<file path="config.mk">
export PLATFORM = sky130hd
export DESIGN_NAME = ndef_record_stream_parser_flat
export DESIGN_NICKNAME = d
export VERILOG_FILES = /design/src/design/nrsp_pkg.sv /design/src/design/nrsp_if.sv /design/src/design/ndef_record_stream_parser.sv /design/src/flat_wrapper.sv
export SDC_FILE = /design/constraint.sdc
export NUM_CORES = 1
export LEC_CHECK = 0
export BUFFER_PORTS_ARGS = -buffer_cell sky130_fd_sc_hd__buf_2
export CORE_UTILIZATION = 45
export CTS_CLUSTER_DIAMETER = 30
export DETAILED_ROUTE_END_ITERATION = 6
export GPL_TIMING_DRIVEN = 1
export RECOVER_POWER = 100
export SYNTH_ARGS = -nofsm -noshare
export SYNTH_HDL_FRONTEND = slang
export SYNTH_SLANG_ARGS = --single-unit
</file>
<file path="constraint.sdc">
create_clock -name clk -period 9.38 [get_ports clk]
set_input_delay 0.938 -clock clk [delete_from_list [all_inputs] [get_ports clk]]
set_output_delay 0.938 -clock clk [all_outputs]
set_load 0.01 [all_outputs]
</file>
<file path="src/design/nrsp_pkg.sv">
package nrsp_pkg;

	localparam int unsigned MAX_RECORDS = 8;
	localparam int unsigned REC_CNT_W = 4;

	// parse phases
	localparam logic [2:0] PH_FLAG = 3'd0;
	localparam logic [2:0] PH_TLEN = 3'd1;
	localparam logic [2:0] PH_PLEN = 3'd2;
	localparam logic [2:0] PH_ILEN = 3'd3;
	localparam logic [2:0] PH_TYPE = 3'd4;
	localparam logic [2:0] PH_ID   = 3'd5;
	localparam logic [2:0] PH_PAY  = 3'd6;

	// byte roles
	localparam logic [2:0] SEC_HEADER  = 3'd0;
	localparam logic [2:0] SEC_TYPE    = 3'd1;
	localparam logic [2:0] SEC_ID      = 3'd2;
	localparam logic [2:0] SEC_PAYLOAD = 3'd3;
	localparam logic [2:0] SEC_IGNORED = 3'd4;

	localparam logic [1:0] ST_OK       = 2'd0;
	localparam logic [1:0] ST_TOO_MANY = 2'd1;
	localparam logic [1:0] ST_TRUNC    = 2'd2;

	// first body section to try
	localparam logic [1:0] STG_TYPE = 2'd0;
	localparam logic [1:0] STG_ID   = 2'd1;
	localparam logic [1:0] STG_PAY  = 2'd2;
	localparam logic [1:0] STG_NONE = 2'd3;

	localparam logic [7:0] FLAG_ME  = 8'h40;
	localparam logic [7:0] FLAG_SR  = 8'h10;
	localparam logic [7:0] FLAG_IL  = 8'h08;
	localparam logic [7:0] TNF_MASK = 8'h07;

	typedef struct packed {
		logic [7:0] data_byte;
		logic       last_byte;
	} in_item_t;

	typedef struct packed {
		logic [2:0]  section;
		logic [7:0]  content_byte;
		logic        record_done;
		logic [2:0]  record_index;
		logic [2:0]  record_tnf;
		logic [7:0]  type_length;
		logic [7:0]  id_length;
		logic [31:0] payload_length;
		logic        message_end;
		logic [1:0]  status;
	} out_item_t;

	typedef struct packed {
		logic [2:0]  phase;
		logic [31:0] left;
		logic        done;
	} sec_step_t;

	// Skip empty sections starting at stg; done when nothing is left.
	function automatic sec_step_t enter_sec(input logic [1:0] stg, input logic [7:0] tlen,
			input logic idf, input logic [7:0] ilen, input logic [31:0] plen);
		sec_step_t r;
		r.phase = PH_FLAG;
		r.left  = '0;
		r.done  = 1'b1;
		if (stg <= STG_PAY && plen != '0) begin
			r.phase = PH_PAY;
			r.left  = plen;
			r.done  = 1'b0;
		end
		if (stg <= STG_ID && idf && ilen != '0) begin
			r.phase = PH_ID;
			r.left  = {24'd0, ilen};
			r.done  = 1'b0;
		end
		if (stg == STG_TYPE && tlen != '0) begin
			r.phase = PH_TYPE;
			r.left  = {24'd0, tlen};
			r.done  = 1'b0;
		end
		return r;
	endfunction

endpackage

</file>
<file path="src/design/nrsp_if.sv">
interface nrsp_in_if;
	logic                valid;
	logic                ready;
	nrsp_pkg::in_item_t payload;

	modport source (output valid, output payload, input ready);
	modport sink (input valid, input payload, output ready);
endinterface

interface nrsp_out_if;
	logic                 valid;
	logic                 ready;
	nrsp_pkg::out_item_t payload;

	modport source (output valid, output payload, input ready);
	modport sink (input valid, input payload, output ready);
endinterface

</file>
<file path="src/design/ndef_record_stream_parser.sv">
// NDEF record stream parser.
// byte_ch carries one message byte per transfer, with last_byte set on the final
// byte of the buffer. result_ch returns exactly one item per input byte, in order:
// the byte's section tag, the byte itself, and on the byte that closes a record
// the record descriptor (index, TNF, type/id/payload lengths, message end).
// status flags too many records or a buffer that ended inside a record.
// A byte accepted on byte_ch passes through the input register and then the result
// register before it shows on result_ch. Throughput: one byte per cycle unless
// result_ch stalls; parser state loads together with the result register.
// Reset clears the parser to await a flag byte and empties both registers.
// After a byte with last_byte the parser returns to that same state.
// When result_ch stalls, the result register holds and the input register can
// still take one more byte; byte_ch.ready drops once both are full.
module ndef_record_stream_parser (
	input  logic               clk,
	input  logic               arst_n,
	nrsp_in_if.sink            byte_ch,
	nrsp_out_if.source         result_ch
);

	logic                 valid_s1;
	nrsp_pkg::in_item_t  item_s1;
	logic                 valid_s2;
	nrsp_pkg::out_item_t res_s2;
	logic                 adv_s2;
	logic                 load_s2;

	logic [2:0]  phase_q;
	logic        short_q;
	logic        idf_q;
	logic        end_q;
	logic [2:0]  tnf_q;
	logic [7:0]  tlen_q;
	logic [7:0]  ilen_q;
	logic [31:0] plen_q;
	logic [31:0] left_q;
	logic [1:0]  lcnt_q;
	logic [nrsp_pkg::REC_CNT_W-1:0] seen_q;
	logic        closed_q;

	logic [2:0]  phase_n;
	logic        short_n;
	logic        idf_n;
	logic        end_n;
	logic [2:0]  tnf_n;
	logic [7:0]  tlen_n;
	logic [7:0]  ilen_n;
	logic [31:0] plen_n;
	logic [31:0] left_n;
	logic [1:0]  lcnt_n;
	logic [nrsp_pkg::REC_CNT_W-1:0] seen_n;
	logic        closed_n;
	nrsp_pkg::out_item_t res_n;
	nrsp_pkg::sec_step_t es;
	logic        done;
	logic        ignored;
	logic [7:0]  d;

	assign adv_s2 = !valid_s2 || result_ch.ready;
	assign load_s2 = valid_s1 && adv_s2;
	assign byte_ch.ready = !valid_s1 || adv_s2;
	assign result_ch.valid = valid_s2;
	assign result_ch.payload = res_s2;

	always_ff @(posedge clk or negedge arst_n) begin
		if (!arst_n) begin
			valid_s1 <= 1'b0;
		end else if (byte_ch.ready) begin
			valid_s1 <= byte_ch.valid;
		end
	end

	always_ff @(posedge clk) begin
		if (byte_ch.ready && byte_ch.valid) begin
			item_s1 <= byte_ch.payload;
		end
	end

	always_comb begin
		d        = item_s1.data_byte;
		phase_n  = phase_q;
		short_n  = short_q;
		idf_n    = idf_q;
		end_n    = end_q;
		tnf_n    = tnf_q;
		tlen_n   = tlen_q;
		ilen_n   = ilen_q;
		plen_n   = plen_q;
		left_n   = left_q;
		lcnt_n   = lcnt_q;
		seen_n   = seen_q;
		closed_n = closed_q;
		done     = 1'b0;
		ignored  = 1'b0;
		es       = '0;
		res_n    = '0;
		res_n.content_byte = d;
		res_n.section = nrsp_pkg::SEC_HEADER;
		res_n.status = nrsp_pkg::ST_OK;

		if (closed_q) begin
			ignored = 1'b1;
			res_n.section = nrsp_pkg::SEC_IGNORED;
		end else begin
			unique case (phase_q) inside
				nrsp_pkg::PH_FLAG: begin
					end_n   = (d & nrsp_pkg::FLAG_ME) != '0;
					short_n = (d & nrsp_pkg::FLAG_SR) != '0;
					idf_n   = (d & nrsp_pkg::FLAG_IL) != '0;
					tnf_n   = d[2:0] & nrsp_pkg::TNF_MASK[2:0];
					tlen_n  = '0;
					ilen_n  = '0;
					plen_n  = '0;
					lcnt_n  = '0;
					phase_n = nrsp_pkg::PH_TLEN;
				end
				nrsp_pkg::PH_TLEN: begin
					tlen_n  = d;
					plen_n  = '0;
					lcnt_n  = '0;
					phase_n = nrsp_pkg::PH_PLEN;
				end
				nrsp_pkg::PH_PLEN: begin
					plen_n = {plen_q[23:0], d};
					if (short_q || lcnt_q == 2'd3) begin
						lcnt_n = '0;
						if (idf_q) begin
							phase_n = nrsp_pkg::PH_ILEN;
						end else begin
							es      = nrsp_pkg::enter_sec(nrsp_pkg::STG_TYPE, tlen_q, idf_q,
								ilen_q, plen_n);
							phase_n = es.phase;
							left_n  = es.left;
							done    = es.done;
						end
					end else begin
						lcnt_n = lcnt_q + 2'd1;
					end
				end
				nrsp_pkg::PH_ILEN: begin
					ilen_n  = d;
					es      = nrsp_pkg::enter_sec(nrsp_pkg::STG_TYPE, tlen_q, idf_q, d, plen_q);
					phase_n = es.phase;
					left_n  = es.left;
					done    = es.done;
				end
				nrsp_pkg::PH_TYPE, nrsp_pkg::PH_ID, nrsp_pkg::PH_PAY: begin
					left_n = left_q - 32'd1;
					if (phase_q == nrsp_pkg::PH_TYPE) begin
						res_n.section = nrsp_pkg::SEC_TYPE;
						es = nrsp_pkg::enter_sec(nrsp_pkg::STG_ID, tlen_q, idf_q, ilen_q, plen_q);
					end else if (phase_q == nrsp_pkg::PH_ID) begin
						res_n.section = nrsp_pkg::SEC_ID;
						es = nrsp_pkg::enter_sec(nrsp_pkg::STG_PAY, tlen_q, idf_q, ilen_q, plen_q);
					end else begin
						res_n.section = nrsp_pkg::SEC_PAYLOAD;
						es = nrsp_pkg::enter_sec(nrsp_pkg::STG_NONE, tlen_q, idf_q, ilen_q, plen_q);
					end
					if (left_q == 32'd1) begin
						phase_n = es.phase;
						left_n  = es.left;
						done    = es.done;
					end
				end
				default: begin
					phase_n = nrsp_pkg::PH_FLAG;
				end
			endcase
		end

		if (done) begin
			if (seen_q < nrsp_pkg::REC_CNT_W'(nrsp_pkg::MAX_RECORDS)) begin
				res_n.record_done    = 1'b1;
				res_n.record_index   = seen_q[2:0];
				res_n.record_tnf     = tnf_q;
				res_n.type_length    = tlen_n;
				res_n.id_length      = idf_q ? ilen_n : 8'd0;
				res_n.payload_length = plen_n;
				res_n.message_end    = end_q;
				seen_n = seen_q + 1'b1;
				if (end_q) begin
					closed_n = 1'b1;
				end
			end else begin
				res_n.status = nrsp_pkg::ST_TOO_MANY;
				closed_n = 1'b1;
			end
		end else if (item_s1.last_byte && !ignored) begin
			res_n.status = nrsp_pkg::ST_TRUNC;
		end

		if (item_s1.last_byte) begin
			phase_n  = nrsp_pkg::PH_FLAG;
			short_n  = 1'b0;
			idf_n    = 1'b0;
			end_n    = 1'b0;
			tnf_n    = '0;
			tlen_n   = '0;
			ilen_n   = '0;
			plen_n   = '0;
			left_n   = '0;
			lcnt_n   = '0;
			seen_n   = '0;
			closed_n = 1'b0;
		end
	end

	always_ff @(posedge clk or negedge arst_n) begin
		if (!arst_n) begin
			phase_q  <= nrsp_pkg::PH_FLAG;
			short_q  <= 1'b0;
			idf_q    <= 1'b0;
			end_q    <= 1'b0;
			tnf_q    <= '0;
			tlen_q   <= '0;
			ilen_q   <= '0;
			plen_q   <= '0;
			left_q   <= '0;
			lcnt_q   <= '0;
			seen_q   <= '0;
			closed_q <= 1'b0;
		end else if (load_s2) begin
			phase_q  <= phase_n;
			short_q  <= short_n;
			idf_q    <= idf_n;
			end_q    <= end_n;
			tnf_q    <= tnf_n;
			tlen_q   <= tlen_n;
			ilen_q   <= ilen_n;
			plen_q   <= plen_n;
			left_q   <= left_n;
			lcnt_q   <= lcnt_n;
			seen_q   <= seen_n;
			closed_q <= closed_n;
		end
	end

	always_ff @(posedge clk or negedge arst_n) begin
		if (!arst_n) begin
			valid_s2 <= 1'b0;
		end else if (adv_s2) begin
			valid_s2 <= valid_s1;
		end
	end

	always_ff @(posedge clk) begin
		if (load_s2) begin
			res_s2 <= res_n;
		end
	end

`ifndef SYNTHESIS
	a_done_ok: assert property (@(posedge clk) disable iff (!arst_n)
		valid_s2 && res_s2.record_done |-> res_s2.status == nrsp_pkg::ST_OK)
		else $error("record completed with error status");

	a_ignored_clean: assert property (@(posedge clk) disable iff (!arst_n)
		valid_s2 && res_s2.section == nrsp_pkg::SEC_IGNORED |->
		!res_s2.record_done && res_s2.status == nrsp_pkg::ST_OK)
		else $error("ignored byte carries record or status");

	a_last_resets: assert property (@(posedge clk) disable iff (!arst_n)
		load_s2 && item_s1.last_byte |=>
		phase_q == nrsp_pkg::PH_FLAG && seen_q == '0 && !closed_q)
		else $error("parser not reset after last byte");

	a_seen_bound: assert property (@(posedge clk) disable iff (!arst_n)
		seen_q <= nrsp_pkg::REC_CNT_W'(nrsp_pkg::MAX_RECORDS))
		else $error("record count beyond limit");

	a_body_left: assert property (@(posedge clk) disable iff (!arst_n)
		(phase_q == nrsp_pkg::PH_TYPE || phase_q == nrsp_pkg::PH_ID ||
		phase_q == nrsp_pkg::PH_PAY) |-> left_q != '0)
		else $error("body section with no bytes left");
`endif

endmodule

</file>
<file path="src/flat_wrapper.sv">
// flat-port wrapper written by rule: the top's interface ports become plain ports
module ndef_record_stream_parser_flat 
  (clk, arst_n, byte_ch_valid, byte_ch_payload, byte_ch_ready, result_ch_valid, result_ch_payload, result_ch_ready);
  nrsp_in_if byte_ch_i ();
  nrsp_out_if result_ch_i ();
  input  logic clk;
  input  logic arst_n;
  input wire logic [$bits(byte_ch_i.valid)-1:0] byte_ch_valid;
  input wire logic [$bits(byte_ch_i.payload)-1:0] byte_ch_payload;
  output wire logic [$bits(byte_ch_i.ready)-1:0] byte_ch_ready;
  output wire logic [$bits(result_ch_i.valid)-1:0] result_ch_valid;
  output wire logic [$bits(result_ch_i.payload)-1:0] result_ch_payload;
  input wire logic [$bits(result_ch_i.ready)-1:0] result_ch_ready;
  assign byte_ch_i.valid = byte_ch_valid;
  assign byte_ch_i.payload = byte_ch_payload;
  assign byte_ch_ready = byte_ch_i.ready;
  assign result_ch_valid = result_ch_i.valid;
  assign result_ch_payload = result_ch_i.payload;
  assign result_ch_i.ready = result_ch_ready;
  ndef_record_stream_parser u_core (.clk(clk), .arst_n(arst_n), .byte_ch(byte_ch_i), .result_ch(result_ch_i));
endmodule
</file>
# ---- Word-level counts from Yosys, hierarchy flattened
# Index checks and enable logic that the tools add are counted.
dict set report classes {
  n_addsub 3
  eq_ne 13
  n_reduce_logical 34
  order_cmp 1
  mux 67
  bitwise 1
}
# cell count
set ops {}
lappend ops {{two-way mux 36 bit} 9}
lappend ops {{two-way mux 32 bit} 7}
lappend ops {{one-hot mux 32 bit (3 select lines)} 1}
lappend ops {{one-hot mux 32 bit (2 select lines)} 1}
lappend ops {{nonzero test 32 bit} 2}
lappend ops {{two-way mux 56 bit} 1}
lappend ops {{two-way mux 8 bit} 5}
lappend ops {{equality test 32 x 1 -> 1 bit (second input constant)} 1}
lappend ops {{one-hot mux 8 bit (2 select lines)} 2}
lappend ops {{subtractor 32 x 1 -> 32 bit (second input constant)} 1}
lappend ops {{two-way mux 3 bit} 10}
lappend ops {{nonzero test 8 bit} 3}
lappend ops {{two-way mux 1 bit} 20}
lappend ops {{one-hot mux 3 bit (5 select lines)} 1}
lappend ops {{AND reduction 3 bit} 5}
lappend ops {{two-way mux 4 bit} 3}
lappend ops {{two-way mux 2 bit} 5}
lappend ops {{equality test 3 bit (second input constant)} 3}
lappend ops {{equality test 3 x 2 -> 1 bit (second input constant)} 2}
lappend ops {{inequality test 3 x 1 -> 1 bit (second input constant)} 2}
lappend ops {{inequality test 3 x 2 -> 1 bit (second input constant)} 2}
lappend ops {{nonzero test 2 bit} 3}
lappend ops {{OR reduction 3 bit} 2}
lappend ops {{logical AND 1 bit} 5}
lappend ops {{other kinds (18)} 23}
dict set report totals {
  output_inout_bits 71
  in_bits 13
  reg_bits 176
  elab_cells 147
}

# ---- Logic depth before layout (Yosys ltp)
# Gate-level depths: netlist of the first run.
dict set report depth {
  ltp_word 10
  mapped_depth 10
  depth_no_buf 9
}

# ---- Worst setup path before layout of the first run
# Ideal clock, no wire load.
dict set report synth_path {
  kind {input to register}
  from {input result_ch_ready}
  to {register u_core.plen_q[10]}
  path_buffers 2
  setup_time_ns 0.121
  required_time_ns 9.259
  cell_stages 7
  setup_slack_ns 4.802
  arrival_time_ns 4.457
  path_cell_list {nand2b_1 > nand2_1 > inv_1 > clkbuf_1 > o21ai_0 > clkbuf_1 > a22o_1}
}
dict set report synth_via {
  elab_chain_cells 2
}
# element line
set synth_lines {}
lappend synth_lines {{from (decl)} flat_wrapper.sv:13} ;# input wire logic [$bits(result_ch_i.ready)-1:0] result_ch_ready;
lappend synth_lines {{logical OR 1 bit} ndef_record_stream_parser.sv:59} ;# assign adv_s2 = !valid_s2 || result_ch.ready;
lappend synth_lines {{logical AND 1 bit} ndef_record_stream_parser.sv:60} ;# assign load_s2 = valid_s1 && adv_s2;
lappend synth_lines {{via u_core.load_s2} ndef_record_stream_parser.sv:26} ;# logic load_s2;
lappend synth_lines {{to (signal assigned)} ndef_record_stream_parser.sv:230} ;# plen_q <= plen_n;
lappend synth_lines {{to (decl)} ndef_record_stream_parser.sv:35} ;# logic [31:0] plen_q;
# The timed path passes the listed nets, and every way through them passes these cells.
# A chain may end at the register's enable or synchronous reset.

# ---- Worst setup path after layout of the first run
dict set report layout_path {
  from {input result_ch_ready}
  to {register u_core.ilen_q[1]}
}
dict set report layout_via {
  elab_chain_cells 2
}
# element line
set layout_lines {}
lappend layout_lines {{logical OR 1 bit} ndef_record_stream_parser.sv:59}
lappend layout_lines {{logical AND 1 bit} ndef_record_stream_parser.sv:60}
lappend layout_lines {{to (signal assigned)} ndef_record_stream_parser.sv:229} ;# ilen_q <= ilen_n;
lappend layout_lines {{to (decl)} ndef_record_stream_parser.sv:34} ;# logic [7:0] ilen_q;
# Every way passes these cells.

==> metrics, run 1 <==
status=finished, violations left; failing checks=capacitance limit, slew limit; RSZ-0062 raised after global routing=false; clock slew at reported path FFs=0.07 ns; first-pass GRT wire length=approximately 46 mm; Finish-stage setup viols=0; Tot GR Track Use=27.7%; Root Buffer=clkbuf_16; Max Cap Viol=5; DRT met1 WL=13.2 mm; Syn Area/Cell=about 10 um2; Hold WC Path Type=reg2reg; Antenna Nets Post-Route=0; Crit. End Element=flip-flop; CP Launch Type=input port; Post-Syn Nets=928; CP arrival=~6.4 ns; vias in the first global route=around 7600; DR top layer=met4; Cell Pwr Density=~330 mW/mm2; # fillers=1900; last weighted congestion value of the routability-driven placer=0.929; number of synthesized flops with an enable pin=78; Final TNS setup=0 ns; final WL=28.7 mm; CP max FO=71; number of synthesized register bits=176; Ys Warns=0; worst slew pin tran=between 3 and 4 ns; CORE AREA=0.0204 mm2; Max Fclk=164 MHz; met2 WL=12.5 mm; Initial Util=46.1%; detailed-route DRC error count=0; largest net degree at the start of global routing=72; Port Buffers=83; Primary FF master, synth=dfrtp_1; clk buf depth=2; placed standard-cell area=approximately 0.01 mm2; ant diodes=0; Leak=4.01 nW; WS Path Type=in2reg; post_cts resized=0; area of the die=0.0214 mm2; CTS buffer count=17; vias per cell=about 6.6; Final period util=between 60 and 70%; layout cells sized above 1=between 7 and 8%; Max Slew Vio Count=243; # IOs=84; routed len/inst=23.4 um; Rows=between 50 and 60; worst rel slew slack=-143%; # clock sinks=around 180; Nets=960; post-route cell area=0.0104 mm2; final hold vios=0; CTS Hold Bufs=0; Worst-Skew Late Latency=0.44 ns; TritonRoute pass-1 iters=5; Synth async-reset ratio=55.7%; grt total ovfl=0; Chip Width=between 100 and 150 um; sequential fraction of the synthesis area=~51%; HPWL Detailed=roughly 19 mm; area of the mapped netlist=0.00938 mm2; Post-CTS Setup Bufs=0; CTS H-tree depth=4; Die Y-Extent=146 um; Layout Cells excl Fill=1226; worst vdd ir=0.163 mV; Area Overhead vs Synth=10.5%; CTS tree=done; total power draw=~3.4 mW; met3 routed wirelength=2.32 mm; final clock skew=0.0114 ns; min cycle time layout=around 6.1 ns; Via Count=8085; synthesized instance count=911; Netlist cell types=80; placed instance count=1194; initial antenna violation count=0; Critical Path RT=9.70 ns; drt initial violations=about 920
-- layout make-up --
type                            instances  area [um2]  area share [%]
Clock buffer                           17         425            4.11
Sequential cell                       176        4790            46.3
Tap cell                              270         338            3.26
Clock inverter                         15         163            1.57
Timing Repair Buffer                   96         408            3.94
Inverter                               17        63.8           0.616
Multi-Input combinational cell        635        4170            40.2
-- cells in the final DEF (no fill, tap or decap), types with 7 or more instances in the layout --
master,Yosys,layout
and3_1,22,22
dfrtp_1,98,98
inv_1,16,17
a21oi_1,36,36
inv_8,0,7
nand2b_1,9,9
a22o_1,46,46
a221oi_1,12,12
a211oi_1,10,10
xor2_1,10,10
a32oi_1,10,10
nor3_1,15,14
nor2_1,74,74
nor4_1,22,22
a31oi_1,7,7
o21ai_0,46,45
nand2_1,69,70
edfxtp_1,78,78
nand4_1,10,10
clkbuf_16,0,17
o22ai_1,8,8
buf_4,2,9
or4_1,15,15
buf_2,10,11
mux2i_1,11,11
a22oi_1,65,65
o31ai_1,17,17
clkbuf_1,59,76
-- synthesized netlist by cell type (all sizes together) (8+ instances only) --
cell | n | share of area (%)
a211oi | 11 | 1.0
a21oi | 36 | 1.9
a221oi | 12 | 1.1
a22o | 46 | 4.3
a22oi | 65 | 5.2
a32oi | 10 | 0.93
and3 | 22 | 1.5
buf | 23 | 1.3
clkbuf | 60 | 2.4
dfrtp | 98 | 26
edfxtp | 78 | 25
inv | 17 | 0.68
mux2i | 11 | 1.2
nand2 | 70 | 2.8
nand2b | 9 | 0.60
nand4 | 10 | 0.67
nor2 | 74 | 3.0
nor3 | 15 | 0.80
nor4 | 27 | 2.2
o21ai | 49 | 2.6
o22ai | 8 | 0.53
o31ai | 18 | 1.6
or4 | 16 | 1.3
xor2 | 10 | 0.93
-- critical path, stage by stage --
cell	delay, ns
buf_2	0.08
nand2b_1	0.13
nand2_1	0.06
clkbuf_1	0.71
inv_1	0.64
clkbuf_1	2.60
o21ai_1	0.82
a22o_1	0.42
-- routing by layer --
layer  vias up  track usage, %
met3        49            5.44
li1       3635               -
met5         -               0
met2       424            39.9
met1      3977            41.3
met4         0            9.69
-- through the flow --
step                      utilization (%)  setup WS [ns]  hold slack (ns)
after floorplan                         -           4.80            0.421
after global placement               48.7           5.62            0.478
after detailed placement             48.7           5.57            0.486
after CTS                            51.5           5.56            0.503
after global routing                 50.9           2.67            0.532
final                                50.9           3.27            0.493
-- cell families (layout without fill, tap and decap cells) --
kind of cell / Yosys count / count (layout) / share of synthesized area [%]
multiplexers: 12 / 12 / 1.29
adder cells (fa/ha/maj): 4 / 4 / 0.534
AND/OR/NAND/NOR: 283 / 283 / 15.9
flip-flops: 176 / 176 / 51.1
buffers and inverters: 100 / 145 / 4.39
XOR/XNOR: 16 / 16 / 1.49
AO/OA/AOI/OAI: 320 / 320 / 25.3
-- power by group --
part | internal, mW | total [mW] | switching [mW]
combinational | 0.538 | 1.64 | 1.10
clock | 0.359 | 0.707 | 0.347
sequential | 0.908 | 1.07 | 0.159
-- worst paths after layout --
check                                  startpoint                endpoint  slack (ns)  cells past startpoint
hold reg to reg                 u_core.left_q[31]       u_core.left_q[31]        0.49                      1
setup reg to reg           u_core.result_ch.valid        u_core.ilen_q[1]        3.47                      7
setup / recovery                  result_ch_ready        u_core.ilen_q[1]        3.27                      8
hold / removal                  u_core.left_q[31]       u_core.left_q[31]        0.49                      1
max in group asynchronous                  arst_n       u_core.plen_q[26]        4.14                      2
min in group asynchronous                  arst_n  u_core.result_ch.valid        1.38                      1
-- sequential cells by signal (all words and copies together) (netlist names) --
| signal | cells |
|---|---|
| u_core.idf_q | 1 |
| u_core.d | 8 |
| u_core.item_s1 | 1 |
| u_core.plen_q | 32 |
| u_core.result_ch.payload | 69 |
| u_core.closed_q | 1 |
| u_core.left_q | 32 |
| u_core.lcnt_q | 2 |
| u_core.end_q | 1 |
| u_core.phase_q | 3 |
| u_core.valid_s1 | 1 |
| u_core.seen_q | 4 |
| u_core.tlen_q | 8 |
| u_core.ilen_q | 8 |
| u_core.result_ch.valid | 1 |
| u_core.tnf_q | 3 |
| u_core.short_q | 1 |
No activity file was read; power rests on OpenSTA's default activity.
==> inputs of run 2 (changes only) <==
--- a/config.mk
+++ b/config.mk
@@ -10,6 +10,7 @@
 export CTS_CLUSTER_DIAMETER = 30
 export DETAILED_ROUTE_END_ITERATION = 6
 export GPL_TIMING_DRIVEN = 1
+export PLACE_DENSITY = 0.66
 export RECOVER_POWER = 100
 export SYNTH_ARGS = -nofsm -noshare
 export SYNTH_HDL_FRONTEND = slang
==> constraint.sdc (replaced) <==
create_clock -name clk -period 5.6 [get_ports clk]
set_input_delay 0.56 -clock clk [delete_from_list [all_inputs] [get_ports clk]]
set_output_delay 0.56 -clock clk [all_outputs]
set_load 0.01 [all_outputs]
==> run 2 against run 1 <==
  * The run still ends with capacitance limit, slew limit left
  * Sequential power rose by 66%
  * Via count fell by 0.26%
  * Worst hold slack got worse by 0.19 ns
  * Total power rose by 66%
  * Register-to-register slack lost 2.6 ns
  * Die area unchanged
==> metrics, run 2 (same netlist as run 1, synthesis figures left out) <==
Layout Cells excl Fill=1225 (-0.082%); WS Path Type=reg2reg; most frequent cells in the layout=98 x dfrtp_1, 78 x edfxtp_1, 74 x nor2_1, 74 x clkbuf_1, 69 x nand2_1; Min-Delay Endpoint=u_core.d[7]; Worst-Skew Late Latency=0.43 ns (about the same); detailed-route DRC error count=0 (unchanged); Cell Pwr Density=547 mW/mm2 (+66%); Critical Path RT=5.92 ns (-3.78 ns); Seq pwr share=31.6% (+0.4 points); vias in the first global route=7429 (-2.5%); final clock skew=0.0102 ns (-0.00116 ns); CORE AREA=0.0204 mm2 (unchanged); CP Launch Type=flip-flop; Net Sw Frac=46.0% (-1.1 points); failing checks=capacitance limit, slew limit; last weighted congestion value of the routability-driven placer=0.970 (+4.4%); CP arrival=5.03 ns (-1.40 ns); Post-CTS Setup Bufs=0 (unchanged); vias per cell=6.58 (-0.18%); routed len/inst=22.9 um (-2.1%); Initial Util=46.1% (unchanged); Final TNS setup=0 ns (unchanged); # IOs=84 (unchanged); clock slew at reported path FFs=0.07 ns (about the same); Area Overhead vs Synth=10.3%; min cycle time layout=4.71 ns; Port Buffers=83 (unchanged); Logic pwr share=47.3% (-0.8 points); Tot GR Track Use=26.7% (-0.94 points); area of the die=0.0214 mm2 (unchanged); Root Buffer=clkbuf_16; Die Y-Extent=146 um (unchanged); grt total ovfl=0 (unchanged); worst vdd ir=0.255 mV (+56%); HP Start=byte_ch_payload[8]; layout cells sized above 1=7.33% (-0.097 points); Hold WS=0.305 ns (-0.188 ns); status=finished, violations left; initial antenna violation count=0 (unchanged); total power draw=5.65 mW (+66%); first-pass GRT wire length=44.1 mm (-3.4%); Max Fclk=212 MHz; TritonRoute pass-1 iters=5 (unchanged); Cell Int Power=3.05 mW (+69%); Chip Width=146 um (unchanged); commonest non-fill, non-tap cell in the layout=dfrtp_1; FF-to-FF setup slack=0.89 ns (-2.58 ns); clk buf depth=2 (unchanged); Crit. End Element=flip-flop; largest net degree at the start of global routing=70 (-2.8%); Finish-stage setup viols=0 (unchanged); CTS buffer count=17 (unchanged); Antenna Nets Post-Route=0 (unchanged); final WL=28.1 mm (-2.2%); worst rel slew slack=-68.5% (+75 points); R2R depth=6 (-1); placed instance count=1193 (-0.084%); Final Core Density=50.8% (-0.092 points); Final period util=between 80 and 90%; Nets=959 (-0.10%); final hold vios=0 (unchanged); HPWL Detailed=18.6 mm (-2.2%); Leak=4.01 nW (-0.14%); post_cts resized=0 (unchanged); Max Cap Viol=4 (-1); worst slew pin tran=2.53 ns (-1.12 ns); hold depth=1 (unchanged); CP max FO=16 (-77%); RSZ-0062 raised after global routing=false; CTS tree=done; Worst R2R End=u_core.left_q[20]; CTS Hold Bufs=0 (unchanged); # clock sinks=176 (unchanged); Clk network pwr share=21.1% (+0.4 points); CTS H-tree depth=4 (unchanged); drt initial violations=1072 (+17%); ant diodes=0 (unchanged); Rows=52 (unchanged); Switch Pwr=2.60 mW (+62%); max reg flops=69 (unchanged); r2r startpoint=u_core.left_q[12]; Max Slew Vio Count=96 (-60%); Via Count=8064 (-0.26%); Hold WC Path Type=in2reg
==> run 2: changes by cell type in the layout (fill, tap and decap cells not counted), moves of 3 or more <==
cell        before  now
inv_8            7    2
clkinv_4         5    0
inv_6            0    5
o21ai_0         45   48
clkinvlp_4       1    4
==> run 2: worst max-delay path by stage <==
stage / startpoint / to / slack (ns) / cells past startpoint
floorplan: result_ch_ready / u_core.plen_q[10] / 1.40 / 7
global placement: u_core.left_q[12] / u_core.result_ch.payload[37] / 1.92 / 7
detailed placement: u_core.left_q[11] / u_core.result_ch.payload[38] / 1.74 / 7
CTS: u_core.left_q[11] / u_core.result_ch.payload[38] / 1.73 / 7
global route: u_core.left_q[11] / u_core.left_q[20] / 0.71 / 6
finish: u_core.left_q[12] / u_core.left_q[20] / 0.89 / 6
==> run 2: area by class of cell <==
class / count / area, um2
inverters: 17 / 63.8
repair buffers: 95 / 405
multi-input cells: 635 / 4150
clock inverters: 13 / 143
fillers: 1890 / 10000
well taps: 270 / 338
clock buffers: 19 / 453
flip-flops and latches: 176 / 4790
==> run 2: per-stage QoR <==
step / area (um2) / setup WS (ns)
after floorplan: 9380 / 1.40
after global placement: 9890 / 1.92
after detailed placement: 9890 / 1.74
after CTS: 10500 / 1.73
after global routing: 10300 / 0.706
final: 10300 / 0.890
==> run 2: worst max-delay path: stages (launching register included) <==
cell and delay (ns):
dfrtp_1 0.41, nor4_1 0.69, nand4b_1 0.72, o31ai_1 1.90, o21ai_0 0.29, a211o_1 0.35, a32o_1 0.24
==> run 2: layer usage <==
metal  share of wire [%]  GRT usage [%]  vias up  routed length, um
li1                    -              -     3624                  -
met3                 9.7           6.38       51               2730
met5                   0              0        -                  0
met4                 2.5           9.53        0                695
met1                  45           39.7     3938              12500
met2                  43           37.7      451              12200
==> run 2: power by group through the flow <==
| stage | logic [mW] | registers, mW | clock network [mW] |
|---|---|---|---|
| 2_1_floorplan | 2.09 | 1.68 | 0 |
| 3_3_place_gp | 2.63 | 1.79 | 0 |
| 3_5_place_dp | 2.63 | 1.80 | 0 |
| 4_1_cts | 2.65 | 1.77 | 1.21 |
| 5_1_grt | 2.90 | 1.81 | 1.26 |
| 6_report | 2.68 | 1.78 | 1.19 |
==> inputs of run 3 (changes only) <==
--- a/config.mk
+++ b/config.mk
@@ -5,12 +5,12 @@
 export SDC_FILE = /design/constraint.sdc
 export NUM_CORES = 1
 export LEC_CHECK = 0
+export ABC_AREA = 1
 export BUFFER_PORTS_ARGS = -buffer_cell sky130_fd_sc_hd__buf_2
 export CORE_UTILIZATION = 45
 export CTS_CLUSTER_DIAMETER = 30
 export DETAILED_ROUTE_END_ITERATION = 6
 export GPL_TIMING_DRIVEN = 1
-export PLACE_DENSITY = 0.66
 export RECOVER_POWER = 100
 export SYNTH_ARGS = -nofsm -noshare
 export SYNTH_HDL_FRONTEND = slang
==> constraint.sdc (replaced) <==
create_clock -name clk -period 4.7 [get_ports clk]
set_input_delay 0.47 -clock clk [delete_from_list [all_inputs] [get_ports clk]]
set_output_delay 0.47 -clock clk [all_outputs]
set_load 0.01 [all_outputs]
==> run 3 against run 2 <==
  * The run still ends with capacitance limit, slew limit left
  * Area after synthesis up 5.5%
  * Synthesized cell count up 34%
  * Flip-flop and latch count unchanged
  * Largest cell class unchanged
==> metrics, run 3 <==
Synth Area in Simple Gates=26.4% (+11 points); Max Slew Vio Count=173 (+80%); Port Buffers=83 (unchanged); worst vdd ir=0.259 mV (+1.4%); CORE AREA=0.0213 mm2 (+4.5%); Final period util=80.9% (-3.2 points); min cycle time layout=3.80 ns (-0.907 ns); Post-CTS Setup Bufs=0 (unchanged); Synth Area in Adders=0.506% (-0.028 points); Final TNS setup=0 ns (unchanged); Netlist cell types=42 (-48%); number of synthesized flops with an enable pin=78 (unchanged); Crit. End Element=flip-flop; largest net degree at the start of global routing=51 (-27%); grt total ovfl=0 (unchanged); Hold WS=0.191 ns (-0.114 ns); Initial Util=46.5% (+0.42 points); final WL=29.2 mm (+4.0%); Post-synth top cells=283 x nand2_1, 152 x inv_1, 143 x nor2_1; Die Y-Extent=150 um (+2.7%); CTS H-tree depth=4 (unchanged); ant diodes=0 (unchanged); last weighted congestion value of the routability-driven placer=0.956 (-1.5%); Syn Area/Cell=8.10 um2 (-21%); Area Overhead vs Synth=8.95%; Hold WC Path Type=in2reg; vias in the first global route=8396 (+13%); Synth Area in Compound Gates=14.4% (-11 points); worst slew pin tran=3.01 ns (+0.481 ns); M1 GR Usage=34.7% (-5.1 points); area of the die=0.0226 mm2 (+5.4%); Max Fclk=263 MHz (+24%); # IOs=84 (unchanged); clock slew at reported path FFs=0.08 ns (about the same); Leak=4.65 nW (+16%); Most Used Layer, Global Route=met2; status=finished, violations left; share of the synthesized area in the top cell type=24.8% (-1.4 points); met3 Use GR=3.48% (-2.9 points); Synth async-reset ratio=55.7% (unchanged); final hold vios=0 (unchanged); Antenna Nets Post-Route=0 (unchanged); number of synthesized register bits=176 (unchanged); met2 usage=45.1% (+7.4 points); Via Count=8758 (+8.6%); Final Core Density=50.6% (-0.15 points); Finish-stage setup viols=0 (unchanged); HPWL Detailed=21.0 mm (+13%); final clock skew=0.0183 ns (+0.00803 ns); main combinational cell family by area after synthesis=simple AND/OR/NAND/NOR gates; worst rel slew slack=-101% (-32 points); Nets=1305 (+36%); Post-Synth XOR/XNOR Area=1.42% (-0.078 points); commonest non-fill, non-tap cell in the layout=nand2_1; CP max FO=48 (+32); WS Path Type=reg2reg; Chip Width=150 um (+2.7%); CTS Hold Bufs=0 (unchanged); CP arrival=3.98 ns (-1.05 ns); Synth area leader=dfrtp_1; layout cells sized above 1=7.15% (-0.18 points); Cell Pwr Density=569 mW/mm2 (+4.2%); sequential fraction of the synthesis area=48.5% (-2.7 points); Ys Warns=0 (unchanged); Critical Path RT=4.87 ns (-1.05 ns); clk buf depth=2 (unchanged); detailed-route DRC error count=0 (unchanged); failing checks=capacitance limit, slew limit; area of the mapped netlist=0.00989 mm2 (+5.5%); Rows=53 (+1.9%); CTS buffer count=17 (unchanged); Post-Syn Nets=1239 (+34%); first-pass GRT wire length=45.8 mm (+3.9%); TritonRoute pass-1 iters=5 (unchanged); routed len/inst=18.5 um (-19%); post_cts resized=0 (unchanged); Tot GR Track Use=26.9% (+0.18 points); RSZ-0062 raised after global routing=false; top cells by area, synth=dfrtp_1 25%, edfxtp_1 24%, nand2_1 11%; CP Launch Type=flip-flop; CTS tree=done; synthesized instance count=1222 (+34%); Max Cap Viol=5 (+1); # clock sinks=176 (unchanged); Primary FF master, synth=dfrtp_1; drt initial violations=821 (-23%); max reg flops=69 (unchanged); Worst-Skew Late Latency=0.45 ns (+0.02 ns); most frequent cells in the layout=285 x nand2_1, 169 x nor2_1, 152 x inv_1; initial antenna violation count=0 (unchanged); Root Buffer=clkbuf_16; mux contribution to synthesized area=0% (-1.3 points); most frequent cell after synthesis=nand2_1; vias per cell=5.56 (-16%)
-- run 3: cell count changes in the layout (fill, tap and decap cells not counted), moves of 56 or more --
| cell | delta |
|---|---|
| a22oi_1 | -62 |
| inv_1 | +135 |
| nand2_1 | +216 |
| nor2_1 | +95 |
| o21ai_0 | +56 |
| o22ai_1 | +71 |
-- run 3: logic make-up (layout without fill, tap and decap cells) --
group                    Yosys count  in the layout
adder cells (fa/ha/maj)            4              4
buffers and inverters            211            290
AND/OR/NAND/NOR                  572            572
AO/OA/AOI/OAI                    243            243
flip-flops                       176            176
XOR/XNOR                          16             16
-- run 3: layout make-up --
cell class	count	area [um2]
clock inverters	14	173
clock buffers	18	429
repair buffers	92	390
inverters	166	626
multi-input cells	835	4020
well taps	275	344
fillers	2155	10500
flip-flops and latches	176	4790
-- run 3: final timing paths --
check                                       start                 to  slack [ns]  cells past startpoint
min in group asynchronous                  arst_n  u_core.left_q[30]        1.00                      1
min                            byte_ch_payload[7]        u_core.d[6]        0.19                      1
max                        u_core.result_ch.valid  u_core.plen_q[12]        0.90                      7
min reg2reg                      u_core.lcnt_q[1]   u_core.lcnt_q[1]        0.50                      2
max reg2reg                u_core.result_ch.valid  u_core.plen_q[12]        0.90                      7
max in group asynchronous                  arst_n   u_core.plen_q[8]        1.77                      2
-- run 3: through the flow --
step                power [mW]  cells  worst slack, ns  cell area [um2]
CTS                       6.18   1576             1.46            11100
global placement          4.74   1544             1.48            10500
floorplan                 4.02   1222             1.05             9890
finish                    6.14   1576            0.897            10800
detailed placement        4.74   1544             1.49            10500
global route              6.58   1576            0.627            10800
-- run 3: report_power, final --
group / internal [mW] / switching [mW]
Clock: 0.720 / 0.718
Combinational: 0.769 / 1.86
Sequential: 1.85 / 0.219
-- run 3: metal layers --
layer  vias up  wire (um)
met4         0       1090
met2       275      14500
met5         -          0
met1      4245      12400
li1       4174          -
met3        64       1240
-- run 3: worst max-delay path: stages (launching register included) --
cell and delay, ns:
dfrtp_1 0.38, nand2_1 0.08, nand2_1 0.20, clkbuf_1 0.66, nor2_1 0.13, clkinv_1 0.07
clkbuf_1 1.65, o22ai_1 0.35
